===== src/hdl/line_rasterizer_implicit_equation_defines.svh =====
// ---------------------------------------------------------------------------
// Line rasterizer assertion macros
// Shared assertion forms for the line rasterizer RTL.
// ---------------------------------------------------------------------------
`ifndef LINE_RASTERIZER_IMPLICIT_EQUATION_DEFINES_SVH
`define LINE_RASTERIZER_IMPLICIT_EQUATION_DEFINES_SVH

// condition holds in the same cycle
`define LRI_ASSERT_NOW(label, clk, rst_n, pre, post) \
    label: assert property (@(posedge clk) disable iff (!rst_n) (pre) |-> (post)) \
        else $error("lri assertion failed");

// condition holds in the next cycle
`define LRI_ASSERT_NEXT(label, clk, rst_n, pre, post) \
    label: assert property (@(posedge clk) disable iff (!rst_n) (pre) |=> (post)) \
        else $error("lri assertion failed");

`endif


===== src/hdl/lri_pkg.sv =====
// ---------------------------------------------------------------------------
// lri_pkg
// Types shared by the line rasterizer front and back ends.
// ---------------------------------------------------------------------------
package lri_pkg;

    localparam int FLAG_W = 3;

    typedef struct packed {
        logic x_major;
        logic fixed;   // divisor is zero: minor comes from the start point
        logic last;
    } job_flags_t;

endpackage


===== src/hdl/lri_in_if.sv =====
// ---------------------------------------------------------------------------
// lri_in_if
// Input channel: load or step beats.
// ---------------------------------------------------------------------------
interface lri_in_if #(parameter int CB = 12);
    logic          valid;
    logic          ready;
    logic          kind;
    logic [CB-1:0] x_start;
    logic [CB-1:0] y_start;
    logic [CB-1:0] x_end;
    logic [CB-1:0] y_end;

    modport source (output valid, kind, x_start, y_start, x_end, y_end, input ready);
    modport sink   (input valid, kind, x_start, y_start, x_end, y_end, output ready);
endinterface


===== src/hdl/lri_out_if.sv =====
// ---------------------------------------------------------------------------
// lri_out_if
// Output channel: one pixel per beat.
// ---------------------------------------------------------------------------
interface lri_out_if #(parameter int CB = 12);
    logic          valid;
    logic          ready;
    logic [CB-1:0] pixel_x;
    logic [CB-1:0] pixel_y;
    logic          last;

    modport source (output valid, pixel_x, pixel_y, last, input ready);
    modport sink   (input valid, pixel_x, pixel_y, last, output ready);
endinterface


===== src/hdl/lri_front.sv =====
// ---------------------------------------------------------------------------
// lri_front
// Holds the line setup, walks the major axis and forms one division job
// per pixel.
// ---------------------------------------------------------------------------
module lri_front #(
    parameter int CB    = 12,
    parameter int NUM_W = 2*CB+2,
    parameter int JOB_W = 3 + 3*CB + NUM_W
) (
    input  logic             clk,
    input  logic             rst_n,
    lri_in_if.sink           src,
    input  logic             q_full,
    output logic             push,
    output logic [JOB_W-1:0] job
);

    logic signed [CB:0]      coef_r_reg, coef_r_next;
    logic signed [CB:0]      coef_s_reg, coef_s_next;
    logic signed [NUM_W-1:0] coef_t_reg, coef_t_next;
    logic                    x_major_reg, x_major_next;
    logic [CB-1:0]           major_pos_reg, major_pos_next;
    logic [CB-1:0]           major_stop_reg, major_stop_next;
    logic [CB-1:0]           fixed_minor_reg, fixed_minor_next;
    logic                    active_reg, active_next;

    logic                    accept;
    logic [CB-1:0]           dx, dy;
    logic signed [CB:0]      coef_mul;
    logic signed [NUM_W-1:0] prod, sum;
    logic [NUM_W-1:0]        num_abs;
    logic [CB-1:0]           den_abs;
    lri_pkg::job_flags_t     flags;

    assign src.ready = !q_full;
    assign accept    = src.valid && src.ready;
    assign push      = accept && src.kind && active_reg;

    assign dx = (src.x_end > src.x_start) ? src.x_end - src.x_start : src.x_start - src.x_end;
    assign dy = (src.y_end > src.y_start) ? src.y_end - src.y_start : src.y_start - src.y_end;

    // minor = -(c*pos + t) / d; the quotient is never negative on the line
    always_comb
    begin
        coef_mul = x_major_reg ? coef_r_reg : coef_s_reg;
        prod     = NUM_W'(coef_mul * $signed({1'b0, major_pos_reg}));
        sum      = prod + coef_t_reg;
        num_abs  = sum[NUM_W-1] ? NUM_W'(-sum) : NUM_W'(sum);
        if (x_major_reg)
            den_abs = coef_s_reg[CB] ? CB'(-coef_s_reg) : coef_s_reg[CB-1:0];
        else
            den_abs = coef_r_reg[CB] ? CB'(-coef_r_reg) : coef_r_reg[CB-1:0];
        flags.x_major = x_major_reg;
        flags.fixed   = (den_abs == '0);
        flags.last    = (major_pos_reg >= major_stop_reg);
    end

    assign job = {flags, major_pos_reg, fixed_minor_reg, num_abs, den_abs};

    always_comb
    begin
        coef_r_next      = coef_r_reg;
        coef_s_next      = coef_s_reg;
        coef_t_next      = coef_t_reg;
        x_major_next     = x_major_reg;
        major_pos_next   = major_pos_reg;
        major_stop_next  = major_stop_reg;
        fixed_minor_next = fixed_minor_reg;
        active_next      = active_reg;
        if (accept && !src.kind)
        begin
            coef_r_next  = $signed({1'b0, src.y_end}) - $signed({1'b0, src.y_start});
            coef_s_next  = $signed({1'b0, src.x_start}) - $signed({1'b0, src.x_end});
            coef_t_next  = $signed(NUM_W'(src.x_end * src.y_start))
                         - $signed(NUM_W'(src.x_start * src.y_end));
            x_major_next = dx > dy;
            if (dx > dy)
            begin
                major_pos_next   = (src.x_start < src.x_end) ? src.x_start : src.x_end;
                major_stop_next  = (src.x_start < src.x_end) ? src.x_end : src.x_start;
                fixed_minor_next = src.y_start;
            end
            else
            begin
                major_pos_next   = (src.y_start < src.y_end) ? src.y_start : src.y_end;
                major_stop_next  = (src.y_start < src.y_end) ? src.y_end : src.y_start;
                fixed_minor_next = src.x_start;
            end
            active_next = 1'b1;
        end
        else if (push)
        begin
            if (flags.last)
                active_next = 1'b0;
            else
                major_pos_next = major_pos_reg + 1'b1;
        end
    end

    always_ff @(posedge clk or negedge rst_n)
    begin
        if (!rst_n)
        begin
            coef_r_reg      <= '0;
            coef_s_reg      <= '0;
            coef_t_reg      <= '0;
            x_major_reg     <= 1'b0;
            major_pos_reg   <= '0;
            major_stop_reg  <= '0;
            fixed_minor_reg <= '0;
            active_reg      <= 1'b0;
        end
        else
        begin
            coef_r_reg      <= coef_r_next;
            coef_s_reg      <= coef_s_next;
            coef_t_reg      <= coef_t_next;
            x_major_reg     <= x_major_next;
            major_pos_reg   <= major_pos_next;
            major_stop_reg  <= major_stop_next;
            fixed_minor_reg <= fixed_minor_next;
            active_reg      <= active_next;
        end
    end

endmodule


===== src/hdl/lri_queue.sv =====
// ---------------------------------------------------------------------------
// lri_queue
// Two-entry job queue between the front and back ends.
// ---------------------------------------------------------------------------
module lri_queue #(
    parameter int JOB_W = 51
) (
    input  logic             clk,
    input  logic             rst_n,
    input  logic             push,
    input  logic [JOB_W-1:0] wr_job,
    input  logic             pop,
    output logic [JOB_W-1:0] rd_job,
    output logic             full,
    output logic             empty
);

    logic [JOB_W-1:0] mem [2];
    logic             wr_ptr_reg, wr_ptr_next;
    logic             rd_ptr_reg, rd_ptr_next;
    logic [1:0]       cnt_reg, cnt_next;

    assign full   = (cnt_reg == 2'd2);
    assign empty  = (cnt_reg == 2'd0);
    assign rd_job = mem[rd_ptr_reg];

    always_comb
    begin
        wr_ptr_next = push ? !wr_ptr_reg : wr_ptr_reg;
        rd_ptr_next = pop ? !rd_ptr_reg : rd_ptr_reg;
        cnt_next    = cnt_reg + {1'b0, push} - {1'b0, pop};
    end

    always_ff @(posedge clk)
    begin
        if (push)
            mem[wr_ptr_reg] <= wr_job;
    end

    always_ff @(posedge clk or negedge rst_n)
    begin
        if (!rst_n)
        begin
            wr_ptr_reg <= 1'b0;
            rd_ptr_reg <= 1'b0;
            cnt_reg    <= '0;
        end
        else
        begin
            wr_ptr_reg <= wr_ptr_next;
            rd_ptr_reg <= rd_ptr_next;
            cnt_reg    <= cnt_next;
        end
    end

endmodule


===== src/hdl/lri_back.sv =====
// ---------------------------------------------------------------------------
// lri_back
// Rounded division of one job, one quotient bit per cycle, into the
// output register; a zero-divisor job skips the division.
// ---------------------------------------------------------------------------
`include "line_rasterizer_implicit_equation_defines.svh"

module lri_back #(
    parameter int CB    = 12,
    parameter int NUM_W = 2*CB+2,
    parameter int JOB_W = 3 + 3*CB + NUM_W
) (
    input  logic             clk,
    input  logic             rst_n,
    input  logic [JOB_W-1:0] job,
    input  logic             q_empty,
    output logic             pop,
    lri_out_if.source        dst
);

    localparam int CNT_W = $clog2(CB+1);
    localparam int REM_W = NUM_W + 1;

    lri_pkg::job_flags_t flags_in;
    logic [CB-1:0]       pos_in, fmin_in, den_in;
    logic [NUM_W-1:0]    num_in;

    logic                busy_reg, busy_next;
    logic [CNT_W-1:0]    cnt_reg, cnt_next;
    logic [REM_W-1:0]    rem_reg, rem_next;
    logic [REM_W-1:0]    dsh_reg, dsh_next;
    logic [CB-1:0]       q_reg, q_next;
    logic [CB-1:0]       pos_reg, pos_next;
    lri_pkg::job_flags_t flags_reg, flags_next;
    logic                ovalid_reg, ovalid_next;
    logic [CB-1:0]       px_reg, px_next, py_reg, py_next;
    logic                olast_reg, olast_next;
    logic                slot_free, finish;

    assign {flags_in, pos_in, fmin_in, num_in, den_in} = job;

    assign slot_free = !ovalid_reg || dst.ready;
    assign finish    = busy_reg && (cnt_reg == '0) && slot_free;
    assign pop       = !busy_reg && !q_empty;

    assign dst.valid   = ovalid_reg;
    assign dst.pixel_x = px_reg;
    assign dst.pixel_y = py_reg;
    assign dst.last    = olast_reg;

    // q = (2n + d) / (2d): restoring division, MSB first
    always_comb
    begin
        busy_next   = busy_reg;
        cnt_next    = cnt_reg;
        rem_next    = rem_reg;
        dsh_next    = dsh_reg;
        q_next      = q_reg;
        pos_next    = pos_reg;
        flags_next  = flags_reg;
        ovalid_next = ovalid_reg;
        px_next     = px_reg;
        py_next     = py_reg;
        olast_next  = olast_reg;

        if (ovalid_reg && dst.ready)
            ovalid_next = 1'b0;

        if (pop)
        begin
            busy_next  = 1'b1;
            pos_next   = pos_in;
            flags_next = flags_in;
            rem_next   = {num_in, 1'b0} + REM_W'(den_in);
            dsh_next   = REM_W'(den_in) << CB;
            q_next     = fmin_in;
            cnt_next   = flags_in.fixed ? '0 : CNT_W'(CB);
        end
        else if (busy_reg && cnt_reg != '0)
        begin
            if (rem_reg >= dsh_reg)
            begin
                rem_next = rem_reg - dsh_reg;
                q_next   = {q_reg[CB-2:0], 1'b1};
            end
            else
                q_next = {q_reg[CB-2:0], 1'b0};
            dsh_next = dsh_reg >> 1;
            cnt_next = cnt_reg - 1'b1;
        end
        else if (finish)
        begin
            busy_next   = 1'b0;
            ovalid_next = 1'b1;
            px_next     = flags_reg.x_major ? pos_reg : q_reg;
            py_next     = flags_reg.x_major ? q_reg : pos_reg;
            olast_next  = flags_reg.last;
        end
    end

    always_ff @(posedge clk)
    begin
        rem_reg   <= rem_next;
        dsh_reg   <= dsh_next;
        q_reg     <= q_next;
        pos_reg   <= pos_next;
        flags_reg <= flags_next;
        px_reg    <= px_next;
        py_reg    <= py_next;
        olast_reg <= olast_next;
    end

    always_ff @(posedge clk or negedge rst_n)
    begin
        if (!rst_n)
        begin
            busy_reg   <= 1'b0;
            cnt_reg    <= '0;
            ovalid_reg <= 1'b0;
        end
        else
        begin
            busy_reg   <= busy_next;
            cnt_reg    <= cnt_next;
            ovalid_reg <= ovalid_next;
        end
    end

    `LRI_ASSERT_NEXT(a_iter_stays_busy, clk, rst_n, busy_reg && cnt_reg != '0, busy_reg)
    `LRI_ASSERT_NOW(a_cnt_range, clk, rst_n, 1'b1, cnt_reg <= CNT_W'(CB))
    `LRI_ASSERT_NEXT(a_finish_shows, clk, rst_n, finish, ovalid_reg && !busy_reg)
    `LRI_ASSERT_NOW(a_pop_idle, clk, rst_n, pop, !busy_reg && !q_empty)

endmodule


===== src/hdl/line_rasterizer_implicit_equation.sv =====
// ---------------------------------------------------------------------------
// line_rasterizer_implicit_equation
// Line rasterizer on r*x + s*y + t = 0 with a rounded exact minor coordinate.
// ---------------------------------------------------------------------------
//  channel | dir | payload                                  | beat
//  src     | in  | kind, x_start, y_start, x_end, y_end     | load or step
//  dst     | out | pixel_x, pixel_y, last                   | one pixel
//
//  A load is registered in the front end and gives no pixel.
//  A step pixel goes through the one-bit-per-cycle divider in the back end;
//  a zero-divisor pixel skips the divider.
//  A two-entry queue lets the front end run ahead of the divider until it is full.
//  rst_n is asynchronous; control state clears, no line is loaded.
//  A stalled dst holds the pixel register and then the divider.
// ---------------------------------------------------------------------------
module line_rasterizer_implicit_equation #(
    parameter int COORD_BITS = 12
) (
    input  logic clk,
    input  logic rst_n,
    lri_in_if.sink    src,
    lri_out_if.source dst
);

    localparam int NUM_W = 2*COORD_BITS + 2;
    localparam int JOB_W = lri_pkg::FLAG_W + 3*COORD_BITS + NUM_W;

    logic             push, pop, q_full, q_empty;
    logic [JOB_W-1:0] wr_job, rd_job;

    lri_front #(.CB(COORD_BITS), .NUM_W(NUM_W), .JOB_W(JOB_W)) u_front (
        .clk    (clk),
        .rst_n  (rst_n),
        .src    (src),
        .q_full (q_full),
        .push   (push),
        .job    (wr_job)
    );

    lri_queue #(.JOB_W(JOB_W)) u_queue (
        .clk    (clk),
        .rst_n  (rst_n),
        .push   (push),
        .wr_job (wr_job),
        .pop    (pop),
        .rd_job (rd_job),
        .full   (q_full),
        .empty  (q_empty)
    );

    lri_back #(.CB(COORD_BITS), .NUM_W(NUM_W), .JOB_W(JOB_W)) u_back (
        .clk     (clk),
        .rst_n   (rst_n),
        .job     (rd_job),
        .q_empty (q_empty),
        .pop     (pop),
        .dst     (dst)
    );

endmodule

===== src/flat_wrapper.sv =====
// flat-port wrapper written by rule: the top's interface ports become plain ports
module line_rasterizer_implicit_equation_flat 
#(
    parameter int COORD_BITS = 12
)
  (clk, rst_n, src_valid, src_kind, src_x_start, src_y_start, src_x_end, src_y_end, src_ready, dst_valid, dst_pixel_x, dst_pixel_y, dst_last, dst_ready);
  lri_in_if src_i ();
  lri_out_if dst_i ();
  input  logic clk;
  input  logic rst_n;
  input wire logic [$bits(src_i.valid)-1:0] src_valid;
  input wire logic [$bits(src_i.kind)-1:0] src_kind;
  input wire logic [$bits(src_i.x_start)-1:0] src_x_start;
  input wire logic [$bits(src_i.y_start)-1:0] src_y_start;
  input wire logic [$bits(src_i.x_end)-1:0] src_x_end;
  input wire logic [$bits(src_i.y_end)-1:0] src_y_end;
  output wire logic [$bits(src_i.ready)-1:0] src_ready;
  output wire logic [$bits(dst_i.valid)-1:0] dst_valid;
  output wire logic [$bits(dst_i.pixel_x)-1:0] dst_pixel_x;
  output wire logic [$bits(dst_i.pixel_y)-1:0] dst_pixel_y;
  output wire logic [$bits(dst_i.last)-1:0] dst_last;
  input wire logic [$bits(dst_i.ready)-1:0] dst_ready;
  assign src_i.valid = src_valid;
  assign src_i.kind = src_kind;
  assign src_i.x_start = src_x_start;
  assign src_i.y_start = src_y_start;
  assign src_i.x_end = src_x_end;
  assign src_i.y_end = src_y_end;
  assign src_ready = src_i.ready;
  assign dst_valid = dst_i.valid;
  assign dst_pixel_x = dst_i.pixel_x;
  assign dst_pixel_y = dst_i.pixel_y;
  assign dst_last = dst_i.last;
  assign dst_i.ready = dst_ready;
  line_rasterizer_implicit_equation #(.COORD_BITS(COORD_BITS)) u_core (.clk(clk), .rst_n(rst_n), .src(src_i), .dst(dst_i));
endmodule

===== config.mk =====
export PLATFORM = sky130hd
export DESIGN_NAME = line_rasterizer_implicit_equation_flat
export DESIGN_NICKNAME = d
export VERILOG_FILES = /design/src/hdl/lri_pkg.sv /design/src/hdl/lri_in_if.sv /design/src/hdl/lri_out_if.sv /design/src/hdl/lri_front.sv /design/src/hdl/lri_queue.sv /design/src/hdl/lri_back.sv /design/src/hdl/line_rasterizer_implicit_equation.sv /design/src/flat_wrapper.sv
export VERILOG_INCLUDE_DIRS = /design/src /design/src/hdl
export SDC_FILE = /design/constraint.sdc
export NUM_CORES = 2
export LEC_CHECK = 0
export BUFFER_PORTS_ARGS = -buffer_cell sky130_fd_sc_hd__buf_4
export CORE_MARGIN = 5
export CORE_UTILIZATION = 57
export DETAILED_ROUTE_END_ITERATION = 8
export HOLD_SLACK_MARGIN = 0.02
export MAX_ROUTING_LAYER = met4
export PLACE_DENSITY = 0.74
export SYNTH_ARGS = -nofsm -noshare
export SYNTH_HDL_FRONTEND = slang
export SYNTH_SLANG_ARGS = --single-unit

===== constraint.sdc =====
create_clock -name clk -period 23 [get_ports clk]
set_input_delay 0 -clock clk [delete_from_list [all_inputs] [get_ports clk]]
set_output_delay 0 -clock clk [all_outputs]
set_load 0.005 [all_outputs]

==> impl_metrics.toml <==
[setup_path]
critPathMaxFanout = 31
worstPathArrival_ps = 8310
startpoint_type = "flop"
endpoint_kind = "flop"
critPathMaxStageDelay_ps = 530
cp_slowest_cell = "fa_1"
crit_type = "flop to flop"
required_ps = 23280

[floorplanning]
die_w_um = 260
ios = 80
num_rows = 91
core_mm2 = 0.0618
die_area_mm2 = 0.0677
start_util_pct = 57.7
die_h_um = 260

[placement]
preCtsSetupSlack_ps = 15030
gp_congestion = 1.02
dp_hpwl_um = 76000
portBuffers = 79

[global_route]
grt_pass1_wl_um = 155000
grt_pass1_vias = 27600
grt_max_degree = 79
grt_overflow = 0
grt_usage_pct = 30.5
antenna_found_initial = 3

[hold_path]
hold_class = "primary input to flop"

[clocking]
ctsResizeCount = 0
cts_tree = "built"
clkSinkCount = 331
cts_buffer_depth = 3
path_clk_slew_ps = 60
clkLatencyLatePin_ps = 560
cts-htree-levels = 2
cts_buffers = 36
root_buffer = "clkbuf_16"

[detailed_routing]
wl_per_cell_um = 21.2
viasPerCell = 5.79
routed_wl_um = 98400
dr_total_vias = 26800
firstDrtPassIters = 8
ant_nets = 0
drc_errors = 0
drt_iter0_markers = 2826

[timing]
rsz0062_at_grt = "no"
whs_ps = 51.7
slew_violations = 0
slew_headroom_pct = 18.8
setup_ws_ps = 14980
skew_ps = 17.4
tightest_slew_ps = 1200
post-route-period-util_pct = 34.9
setup_violations = 0
hold_violations = 0
fmax_ghz = 0.125
finalCriticalPeriod_ps = 8020
setup_tns_ps = 0

[cells_and_area]
final_layout_size_suffix_gt1_share_pct = 6.72
largest_register_ffs = 130
nNetsFinal = 4527
syn2layout_area_growth_pct = 7.72
fillers = 5121

[synthesis]
synth_cell_types = 88
synth_flop_cell = "edfxtp_1"
synth_edf_count = 220
synth_top_area_share_pct = 23.6
yosys-top-cells-area = "fa_1 (24%), edfxtp_1 (19%), ha_1 (10%), dfrtp_1 (6.9%), inv_1 (6.6%)"
seq_area_frac_synth_pct = 26.1
async_flop_share_pct = 29.9
ys_ff_latch = 331
syn_avg_cell_area_um2 = 9.50
ys_warn_count = 0
synth_area_mm2 = 0.0357
synth_area_leader_cell = "fa_1"
syn_inst = 3756
syn_nets = 4516

[outcome]
status = "complete, no violations"

[run]
max_cap_viol_count = 0
==> path summary, 6_finish.rpt <==
| check | startpoint | end | slack [ps] | depth (start not counted) |
|---|---|---|---|---|
| max reg2reg | u_core.u_front.x_major_reg$_DFFE_PN0P_ | u_core.u_queue.mem[0][31]$_DFFE_PP_ | 14980 | 25 |
| min | src_kind | u_core.u_front.coef_r_reg[11]$_DFFE_PN0P_ | 50 | 5 |
| min reg2reg | u_core.u_back.flags_reg[0]$_DFFE_PP_ | u_core.u_back.dst.last$_DFFE_PP_ | 450 | 0 |
| max in group asynchronous | rst_n | u_core.u_front.coef_t_reg[19]$_DFFE_PN0P_ | 21550 | 4 |
| min in group asynchronous | rst_n | u_core.u_queue.rd_ptr_reg$_DFFE_PN0P_ | 530 | 4 |
| max | u_core.u_front.x_major_reg$_DFFE_PN0P_ | u_core.u_queue.mem[0][31]$_DFFE_PP_ | 14980 | 25 |
==> cell type report <==
type	instances	area, um^2	share of cell area, %
clock buffers	50	973	2.53
inverters	648	2430	6.33
well taps	837	1050	2.73
diodes	2	5.00	0.0130
repair buffers	133	1090	2.85
flip-flops and latches	331	9330	24.3
multi-input cells	2617	23300	60.7
clock inverters	16	210	0.547
==> layout by cell type (no fill, tap or decap), types with 10 or more instances in the layout <==
cell / n
and3_1: 13
nand2_1: 399
o22ai_1: 21
buf_4: 99
clkbuf_16: 36
a21o_1: 44
o21a_1: 19
inv_1: 631
a211oi_1: 20
a31oi_1: 14
nand4_1: 17
and2_1: 75
dfrtp_1: 98
ha_1: 286
nor2b_1: 38
xnor2_1: 101
fa_1: 421
mux2i_1: 68
o31ai_1: 19
xor2_1: 82
nand2b_1: 22
o21ai_0: 166
nand3_1: 28
or3_1: 13
clkbuf_1: 12
o21bai_1: 21
nor4_1: 10
a21oi_1: 155
mux2_2: 74
o211ai_1: 10
nor3_1: 31
nor2_1: 304
dlygate4sd3_1: 33
edfxtp_1: 220
clkinv_1: 17
a21boi_0: 12
dfxtp_1: 12
==> kinds of logic after synthesis <==
| family | count (synthesis) | share of synthesized area, % |
|---|---|---|
| buffers and inverters | 808 | 8.56 |
| muxes | 143 | 4.29 |
| xor gates and xnor gates | 183 | 4.49 |
| adders and majority gates | 707 | 33.7 |
| AOI/OAI and AO/OA | 589 | 10.4 |
| and+or+nand+nor | 995 | 12.5 |
| DFF | 331 | 26.1 |
==> stage by stage <==
step / util (%) / instance area, um^2 / cells
finish: 62.2 / 38400 / 4634
floorplan: - / 35700 / 3756
global route: 62.2 / 38400 / 4634
CTS: 62.1 / 38400 / 4632
detailed placement: 59.7 / 36900 / 4532
global placement: 59.7 / 36900 / 4532
==> cell usage after synthesis, types with 9 or more instances <==
cell type  number
a211oi_1       20
a21boi_0       12
a21o_1         44
a21oi_1       157
a31oi_1        14
and2_1         75
and3_1         13
buf_1          11
clkbuf_1      139
clkinv_1       11
dfrtp_1        99
dfxtp_1        12
edfxtp_1      220
fa_1          421
ha_1          286
inv_1         631
mux2_2         74
mux2i_1        68
nand2_1       399
nand2b_1       22
nand3_1        28
nand3b_1        9
nand4_1        17
nor2_1        308
nor2b_1        38
nor3_1         31
nor4_1         10
o211ai_1       10
o21a_1         19
o21ai_0       166
o21ai_1         9
o21bai_1       21
o22ai_1        21
o31ai_1        19
or3_1          13
or4_1           9
xnor2_1       101
xor2_1         82
==> critical path, delay by kind of cell, from the launching register on <==
kind | cells | cell delay (ps)
compound gates | 4 | 1390
xor+xnor | 1 | 130
fa+ha+maj | 7 | 3480
buf+inv | 7 | 680
flops | 1 | 510
mux | 1 | 480
simple gates | 5 | 1060
==> timing repair <==
action                                 CTS  global route
setup buffers                            0             0
hold buffers                            34             0
endpoints found under the hold margin   65             0
==> routing by layer <==
metal | GRT usage [%] | vias to the layer above | routed length (um)
met3 | 5.65 | 301 | 8330
li1 | - | 12200 | -
met2 | 48.4 | 1189 | 45700
met5 | - | - | 0
met1 | 38.6 | 13100 | 38800
met4 | 13.3 | 0 | 5510
Power is left out: the tool's default activity adds up to more than one toggle a clock period on the data nets, which glitch-free logic cannot reach.
